[config.mk]
export PLATFORM = sky130hd
export DESIGN_NAME = glyph_column_segmenter_unit
export DESIGN_NICKNAME = d
export VERILOG_FILES = /design/src/hdl/gcs_pkg.sv /design/src/hdl/glyph_column_segmenter_unit.sv /design/src/hdl/gcs_profile.sv /design/src/hdl/gcs_result_fifo.sv
export SDC_FILE = /design/constraint.sdc
export NUM_CORES = 1
export LEC_CHECK = 0
export BUFFER_PORTS_ARGS = -buffer_cell sky130_fd_sc_hd__buf_2
export CORE_ASPECT_RATIO = 0.5
export CORE_UTILIZATION = 25
export CTS_BUF_LIST = sky130_fd_sc_hd__clkbuf_8
export CTS_CLUSTER_DIAMETER = 100
export CTS_CLUSTER_SIZE = 25
export DETAILED_ROUTE_END_ITERATION = 7
export PLACE_DENSITY = 0.48
export SYNTH_ARGS = -nofsm -noshare
export SYNTH_HDL_FRONTEND = slang
export SYNTH_SLANG_ARGS = --single-unit
[constraint.sdc]
create_clock -name clk -period 9.45 [get_ports clk]
set_input_delay 0 -clock clk [delete_from_list [all_inputs] [get_ports clk]]
set_output_delay 0 -clock clk [all_outputs]
set_load 0.02 [all_outputs]
[src/hdl/gcs_pkg.sv]
// Glyph column segmenter package: result record, handshake slot type,
// register indexes and field widths. No dependencies.
`timescale 1ns / 1ps

package gcs_pkg;

  localparam int ALPHA_W    = 8;
  localparam int EXPECT_W   = 9;
  localparam int ORDINAL_W  = 10;
  localparam int START_W    = 10;
  localparam int WIDTH_W    = 11;
  localparam int COUNT_W    = 11;
  localparam int CFG_INDEX_W = 1;
  localparam int CFG_DATA_W = 9;

  localparam logic [CFG_INDEX_W-1:0] REG_INK_LEVEL       = 1'b0;
  localparam logic [CFG_INDEX_W-1:0] REG_EXPECTED_GLYPHS = 1'b1;

  localparam logic KIND_GLYPH   = 1'b0;
  localparam logic KIND_SUMMARY = 1'b1;

  localparam logic [COUNT_W-1:0]   COUNT_MAX   = '1;
  localparam logic [ORDINAL_W-1:0] ORDINAL_MAX = '1;

  typedef struct packed {
    logic                 kind;
    logic [ORDINAL_W-1:0] glyph_ordinal;
    logic [START_W-1:0]   start_column;
    logic [WIDTH_W-1:0]   glyph_width;
    logic                 unmapped;
    logic [COUNT_W-1:0]   glyph_total;
    logic                 count_mismatch;
    logic                 last;
  } result_t;

  typedef struct packed {
    logic    valid;
    result_t res;
  } result_slot_t;

endpackage

[src/hdl/glyph_column_segmenter_unit.sv]
// Glyph column segmenter top level: column profile tracker feeding a result
// queue. Depends on gcs_pkg, gcs_profile, gcs_result_fifo.
//
//   channel  handshake             payload
//   in       in_valid / in_ready   alpha, column_end, image_end
//   out      out_valid / out_ready kind, glyph_ordinal, start_column, glyph_width,
//                                  unmapped, glyph_total, count_mismatch, last
//   cfg      cfg_we                cfg_index, cfg_data
//
// One pixel per cycle while in_ready; results go through the input register, then
// the queue, and one result leaves per cycle while out_ready is high.
// A pixel at image end can queue two results; the four-entry queue holds
// input while fewer than two entries are free.
// Synchronous active-high reset clears run state, queue and registers.
`timescale 1ns / 1ps

module glyph_column_segmenter_unit #(
  parameter int MAX_COLUMNS = 1024
) (
  input  logic                              clk,
  input  logic                              rst,
  input  logic                              cfg_we,
  input  logic [gcs_pkg::CFG_INDEX_W-1:0]   cfg_index,
  input  logic [gcs_pkg::CFG_DATA_W-1:0]    cfg_data,
  input  logic                              in_valid,
  output logic                              in_ready,
  input  logic [gcs_pkg::ALPHA_W-1:0]       alpha,
  input  logic                              column_end,
  input  logic                              image_end,
  output logic                              out_valid,
  input  logic                              out_ready,
  output logic                              kind,
  output logic [gcs_pkg::ORDINAL_W-1:0]     glyph_ordinal,
  output logic [gcs_pkg::START_W-1:0]       start_column,
  output logic [gcs_pkg::WIDTH_W-1:0]       glyph_width,
  output logic                              unmapped,
  output logic [gcs_pkg::COUNT_W-1:0]       glyph_total,
  output logic                              count_mismatch,
  output logic                              last
);
  import gcs_pkg::*;

  result_slot_t push0;
  result_slot_t push1;
  logic         room;
  result_t      head;

  gcs_profile #(
    .MAX_COLUMNS(MAX_COLUMNS)
  ) u_profile (
    .clk        (clk),
    .rst        (rst),
    .cfg_we     (cfg_we),
    .cfg_index  (cfg_index),
    .cfg_data   (cfg_data),
    .in_valid   (in_valid),
    .in_ready   (in_ready),
    .alpha      (alpha),
    .column_end (column_end),
    .image_end  (image_end),
    .room       (room),
    .push0      (push0),
    .push1      (push1)
  );

  gcs_result_fifo u_fifo (
    .clk       (clk),
    .rst       (rst),
    .push0     (push0),
    .push1     (push1),
    .room      (room),
    .out_valid (out_valid),
    .out_ready (out_ready),
    .head      (head)
  );

  assign kind           = head.kind;
  assign glyph_ordinal  = head.glyph_ordinal;
  assign start_column   = head.start_column;
  assign glyph_width    = head.glyph_width;
  assign unmapped       = head.unmapped;
  assign glyph_total    = head.glyph_total;
  assign count_mismatch = head.count_mismatch;
  assign last           = head.last;

endmodule

[src/hdl/gcs_profile.sv]
// Column profile and run tracking: input register, ink detect, glyph runs,
// result formation. Depends on gcs_pkg.
`timescale 1ns / 1ps

module gcs_profile #(
  parameter int MAX_COLUMNS = 1024
) (
  input  logic                                  clk,
  input  logic                                  rst,
  input  logic                                  cfg_we,
  input  logic [gcs_pkg::CFG_INDEX_W-1:0]       cfg_index,
  input  logic [gcs_pkg::CFG_DATA_W-1:0]        cfg_data,
  input  logic                                  in_valid,
  output logic                                  in_ready,
  input  logic [gcs_pkg::ALPHA_W-1:0]           alpha,
  input  logic                                  column_end,
  input  logic                                  image_end,
  input  logic                                  room,
  output gcs_pkg::result_slot_t                 push0,
  output gcs_pkg::result_slot_t                 push1
);
  import gcs_pkg::*;

  localparam int CW = $clog2(MAX_COLUMNS);
  localparam int WW = (CW + 1 > WIDTH_W) ? CW + 1 : WIDTH_W;
  localparam logic [CW-1:0] COL_LAST = CW'(MAX_COLUMNS - 1);

  logic [ALPHA_W-1:0]  ink_level;
  logic [EXPECT_W-1:0] expected_glyphs;

  logic               pix_valid;
  logic [ALPHA_W-1:0] pix_alpha;
  logic               pix_column_end;
  logic               pix_image_end;

  logic [CW-1:0]      column_index;
  logic               column_inked;
  logic               glyph_open;
  logic [CW-1:0]      glyph_start;
  logic [COUNT_W-1:0] glyph_count;

  logic               advance;
  logic               inked_now;
  logic               col_done;
  logic               emit_close;
  logic               emit_final;
  logic               emit_glyph;
  logic [CW-1:0]      start_now;
  logic [WW-1:0]      width_wide;
  logic [WW-1:0]      start_wide;
  logic [COUNT_W-1:0] count_after;
  logic [COUNT_W-1:0] expected_wide;
  result_t            glyph_res;
  result_t            summary_res;

  logic               column_inked_next;
  logic               glyph_open_next;
  logic [CW-1:0]      glyph_start_next;
  logic [COUNT_W-1:0] glyph_count_next;
  logic [CW-1:0]      column_index_next;

  assign advance  = pix_valid & room;
  assign in_ready = ~pix_valid | room;

  always_ff @(posedge clk) begin
    if (rst) begin
      ink_level       <= '0;
      expected_glyphs <= '0;
    end else if (cfg_we) begin
      case (cfg_index)
        REG_INK_LEVEL:       ink_level       <= cfg_data[ALPHA_W-1:0];
        REG_EXPECTED_GLYPHS: expected_glyphs <= cfg_data[EXPECT_W-1:0];
        default: ;
      endcase
    end
  end

  always_ff @(posedge clk) begin
    if (rst) begin
      pix_valid <= 1'b0;
    end else if (in_ready) begin
      pix_valid <= in_valid;
    end
  end

  always_ff @(posedge clk) begin
    if (in_ready && in_valid) begin
      pix_alpha      <= alpha;
      pix_column_end <= column_end;
      pix_image_end  <= image_end;
    end
  end

  always_comb begin
    inked_now     = column_inked | (pix_alpha > ink_level);
    col_done      = pix_column_end | pix_image_end;
    emit_close    = col_done & ~inked_now & glyph_open;
    start_now     = (inked_now && !glyph_open) ? column_index : glyph_start;
    emit_final    = col_done & pix_image_end & inked_now;
    emit_glyph    = emit_close | emit_final;
    expected_wide = COUNT_W'(expected_glyphs);
    width_wide    = WW'(column_index) + WW'(emit_final) - WW'(start_now);
    start_wide    = WW'(start_now);
    count_after   = (emit_glyph && glyph_count != COUNT_MAX) ?
                    glyph_count + COUNT_W'(1) : glyph_count;

    glyph_res                = '0;
    glyph_res.kind           = KIND_GLYPH;
    glyph_res.glyph_ordinal  = (glyph_count > COUNT_W'(ORDINAL_MAX)) ?
                               ORDINAL_MAX : glyph_count[ORDINAL_W-1:0];
    glyph_res.start_column   = start_wide[START_W-1:0];
    glyph_res.glyph_width    = width_wide[WIDTH_W-1:0];
    glyph_res.unmapped       = (glyph_count >= expected_wide);
    glyph_res.last           = ~pix_image_end;

    summary_res                = '0;
    summary_res.kind           = KIND_SUMMARY;
    summary_res.glyph_total    = count_after;
    summary_res.count_mismatch = (count_after != expected_wide);
    summary_res.last           = 1'b1;

    push0 = '0;
    push1 = '0;
    if (advance && col_done) begin
      if (emit_glyph) begin
        push0.valid = 1'b1;
        push0.res   = glyph_res;
        push1.valid = pix_image_end;
        push1.res   = summary_res;
      end else begin
        push0.valid = pix_image_end;
        push0.res   = summary_res;
      end
    end

    column_inked_next = inked_now;
    glyph_open_next   = glyph_open;
    glyph_start_next  = glyph_start;
    glyph_count_next  = glyph_count;
    column_index_next = column_index;
    if (col_done) begin
      column_inked_next = 1'b0;
      if (pix_image_end) begin
        glyph_open_next   = 1'b0;
        glyph_start_next  = '0;
        glyph_count_next  = '0;
        column_index_next = '0;
      end else begin
        glyph_open_next   = inked_now;
        glyph_start_next  = start_now;
        glyph_count_next  = count_after;
        if (column_index < COL_LAST) begin
          column_index_next = column_index + CW'(1);
        end
      end
    end
  end

  always_ff @(posedge clk) begin
    if (rst) begin
      column_index <= '0;
      column_inked <= 1'b0;
      glyph_open   <= 1'b0;
      glyph_start  <= '0;
      glyph_count  <= '0;
    end else if (advance) begin
      column_index <= column_index_next;
      column_inked <= column_inked_next;
      glyph_open   <= glyph_open_next;
      glyph_start  <= glyph_start_next;
      glyph_count  <= glyph_count_next;
    end
  end

endmodule

[src/hdl/gcs_result_fifo.sv]
// Four-entry result queue: up to two pushes and one pop per cycle.
// Depends on gcs_pkg.
`timescale 1ns / 1ps

module gcs_result_fifo (
  input  logic                  clk,
  input  logic                  rst,
  input  gcs_pkg::result_slot_t push0,
  input  gcs_pkg::result_slot_t push1,
  output logic                  room,
  output logic                  out_valid,
  input  logic                  out_ready,
  output gcs_pkg::result_t      head
);
  import gcs_pkg::*;

  result_t    mem [4];
  logic [1:0] wptr;
  logic [1:0] rptr;
  logic [2:0] count;
  logic       pop;
  logic [2:0] count_next;

  assign out_valid = (count != 3'd0);
  assign room      = (count <= 3'd2);
  assign pop       = out_valid & out_ready;
  assign head      = mem[rptr];

  always_comb begin
    count_next = count + 3'(push0.valid) + 3'(push1.valid) - 3'(pop);
  end

  always_ff @(posedge clk) begin
    if (push0.valid) begin
      mem[wptr] <= push0.res;
    end
    if (push1.valid) begin
      mem[wptr + 2'd1] <= push1.res;
    end
  end

  always_ff @(posedge clk) begin
    if (rst) begin
      wptr  <= '0;
      rptr  <= '0;
      count <= '0;
    end else begin
      wptr  <= wptr + 2'(push0.valid) + 2'(push1.valid);
      rptr  <= rptr + 2'(pop);
      count <= count_next;
    end
  end

endmodule

==> results.md <==
- Commonest non-fill, non-tap cell in the layout: dfxtp_1
- Die area: 0.04954 sq mm
- Skew final: 0.02528 ns
- Worst Reg-to-Reg Cells: 19
- Routed wire length per instance: 18.46 um
- Max incr delay on CP: 0.43 ns
- Die width: 313.8 um
- CTS tree: built
- Final net count: 1330
- Hold_sp: rst
- Critical Path RT: 9.90 ns
- Post-DRT Antenna Nets: 0
- # diodes: 0
- Hold Vio Cnt, Final: 0
- Max Fclk: 0.2114 GHz
- Type of origin of the critical path: register
- Pwr Total: 2181 uW
- Remaining global-route overflow: 0
- Final setup TNS: 0 ns
- Hold path cells: 3
- RD Place Congestion: 0.7919
- Syn Inst Count: 1207
- Critical R2R Capture: u_fifo.mem[3][24]
- Post-CTS setup buffers: 0
- Worst endpoint data arrival time: 5.18 ns
- Worst skew pair latency: 0.55 ns
- Max-cap violations: 0
- XOR/XNOR Fraction of Synth Area: 1.586%
- Adder-cell share of the synthesized area: under 10%
- Dpl hpwl: between 20000 and 25000 um
- Layout cells sized above 1: 14.95%
- CTS root buf: clkbuf_8
- Final setup violation count: 0
- Post-route cell area: 0.01362 sq mm
- Hold Crit Endpoint: u_fifo.count[2]
- Status: finished, final reports clean
- Tcrit/Tclk final: 50.06%
- EDFF count, synth: 66
- Cts-stage hold buffer count: 28
- Worst VDD drop: 0.1212 mV
- WS Path Type: reg -> reg
- Vias in the first global route: approximately 9.1k
- Cells along the critical path: ha_1 > nor2b_1 > o211ai_1 > a211o_1 > a21oi_1 > buf_4 > mux2_2 > ha_1 > inv_1 > ha_1 > fa_1 > a21o_1 > a21oi_1 > o21bai_1 > a21oi_1 > o21ai_0 > mux2i_1 > and3_1 > a22o_1
- PnR worst setup slack: 4.719 ns
- Setup WS pre-CTS: approximately 4.8 ns
- Largest net degree at the start of global routing: 51
- Total Routed Length: 35100 um
- Worst r2r src: u_profile.pix_alpha[1]
- Fraction of registers with async set/reset: 0%
- Clock sinks: 252
- Worst setup EP type: register
- Syn-to-layout area delta: 12.12%
- Compound-Gate Fraction of Synth Area: 19.44%
- Initial Utilization: 25.65%
- CTS clk-pin slew, worst paths: around 0.15 ns
- DRT Pass-1 Iters: 4
- Initial antenna violation count: 0
- Worst Max-Slew Pin Slew: 1.050 ns
- Simple-gate share of the synthesized area: between 10% and 20%
- H-tree levels: 1
- Placed cell areas: 0.01310 sq mm
- Critical-path top delay cell: a211o_1
- Reg-to-reg slack, setup: 4.72 ns
- RSZ-0062 raised after global routing: no
- Iter 0 DRT Violations: 665
- Seq cells post-synth: 252
- Commonest cells after routing, fill and taps aside: 184 x dfxtp_1, 146 x o21ai_0, 122 x nor2_1, 118 x nand2_1, 72 x buf_2
- I/O pins: 73
- YS warnings: 0
- P_leak: 0.004828 uW
- Vias: roughly 9.3k
- First-pass GRT wire length: around 53000 um
- Die height: approximately 160 um
- Hold Path Class: in -> reg
- Synth Net Count: 1278
- Post-synthesis mux area share: between 9 and 10%
- Total Routing Usage GR: 13.85%
- Sequential-to-total area share from yosys stat: 46.96%
- Pwr Density: ~160 mW/mm^2
- Synthesized cell area: 0.01215 sq mm
- Slew margin rel.: 29.87%
- Resized Gates After CTS: 0
- # DRC: 0
- Via-to-Cell Ratio: 4.904
- Ys flop type: dfxtp_1
- Distinct cells, synth: 75
- Num CTS Buffers: 14
- Mapped Avg Cell Area: ~10 sq um
- Core Area: 0.04737 sq mm
- Largest family of logic cells by synthesized area: compound AO/OA/AOI/OAI gates
- Post-layout minimum cycle time: 4.731 ns
- Final slew viol count: 0
- CP max FO: 10
- CTS max path bufs: 3
- I/O Buffers: 72
- Site Rows: 56
[cells by family after synthesis]
kind of cell,count (synthesis)
and+or+nand+nor,342
DFF,252
buffers and inverters,125
muxes,63
adders and majority gates,46
AOI/OAI and AO/OA,357
xor gates and xnor gates,22
[power breakdown]
group	total, uW	switching (uW)	internal, uW
Combinational	477	295	181
Clock	514	360	155
Sequential	1190	43.9	1150
Total	2180	699	1480
[cells in the mapped netlist, types with 5 or more instances]
cell type	n	area share, %
dfxtp_1	186	31
o21ai_0	146	6.0
nor2_1	123	3.8
nand2_1	118	3.6
edfxtp_1	66	16
a22o_1	60	4.3
a21oi_1	59	2.4
clkbuf_1	50	1.5
mux4_2	46	8.5
inv_1	44	1.4
ha_1	42	4.3
o31ai_1	28	1.7
nand3_1	25	1.0
buf_2	23	0.95
mux2i_1	12	0.99
nor3_1	12	0.49
xor2_1	12	0.86
or3_1	11	0.57
xnor2_1	10	0.72
a32o_1	8	0.66
and2_1	8	0.41
and3_1	8	0.41
a31oi_1	6	0.31
nand4_1	6	0.31
a21o_1	5	0.31
nand2b_1	5	0.26
nor2b_1	5	0.26
[worst max path at each step]
| stage | end | from | depth (start not counted) | slack [ns] |
|---|---|---|---|---|
| after floorplan | u_fifo.mem[0][24] | u_profile.pix_alpha[1] | 20 | 5.15 |
| after global placement | u_fifo.mem[2][24] | u_profile.pix_alpha[1] | 19 | 4.80 |
| after detailed placement | u_fifo.mem[2][24] | u_profile.pix_alpha[5] | 19 | 4.77 |
| after CTS | u_fifo.mem[3][24] | u_profile.pix_alpha[1] | 19 | 4.72 |
| after global routing | u_fifo.mem[2][24] | u_profile.pix_alpha[1] | 19 | 4.33 |
| final | u_fifo.mem[3][24] | u_profile.pix_alpha[1] | 19 | 4.72 |
[per-stage QoR]
| step | instances | util (%) | hold WS, ns |
|---|---|---|---|
| floorplan | 1207 | - | 0.09887 |
| global placement | 1853 | 27.65 | 0.1815 |
| detailed placement | 1853 | 27.65 | 0.1819 |
| CTS | 1902 | 28.76 | 0.01207 |
| global route | 1902 | 28.76 | 0.03827 |
| finish | 1902 | 28.76 | 0.02336 |
[cell type report]
type                            count  area (sq um)
Inverter                           45         168.9
Sequential cell                   252          5710
Tap cell                          638         798.3
Fill cell                        5031         33740
Timing Repair Buffer              116         760.7
Clock inverter                      6         41.29
Clock buffer                       15         206.4
Multi-Input combinational cell    830          5937
[per-layer routing]
metal | wire length (um) | GRT usage, %
met1 | 16550 | 18.79
met2 | 16770 | 23.61
met3 | 1089 | 1.546
met4 | 694 | 3.229
met5 | 0 | 0
[state kept, by name (all words and copies together) (netlist names)]
name,cells
u_profile.column_inked,1
u_profile.glyph_open,1
u_fifo.count,3
u_profile.column_index,10
u_profile.pix_alpha,8
u_profile.pix_image_end,1
u_profile.expected_glyphs,9
u_fifo.wptr,2
u_profile.pix_column_end,1
u_profile.glyph_start,10
u_fifo.mem,184
u_profile.ink_level,8
u_fifo.rptr,2
u_profile.glyph_count,11
u_profile.pix_valid,1
[worst max-delay path: cells and delay by family (launching register included)]
kind,cells,cell delay [ns]
AND/OR/NAND/NOR,2,0.36
buffers and inverters,2,0.28
multiplexers,2,0.53
adder cells (fa/ha/maj),4,1.20
flip-flops,1,0.40
AO/OA/AOI/OAI,9,1.88
Note: power is estimated with default switching activity, not from simulation.
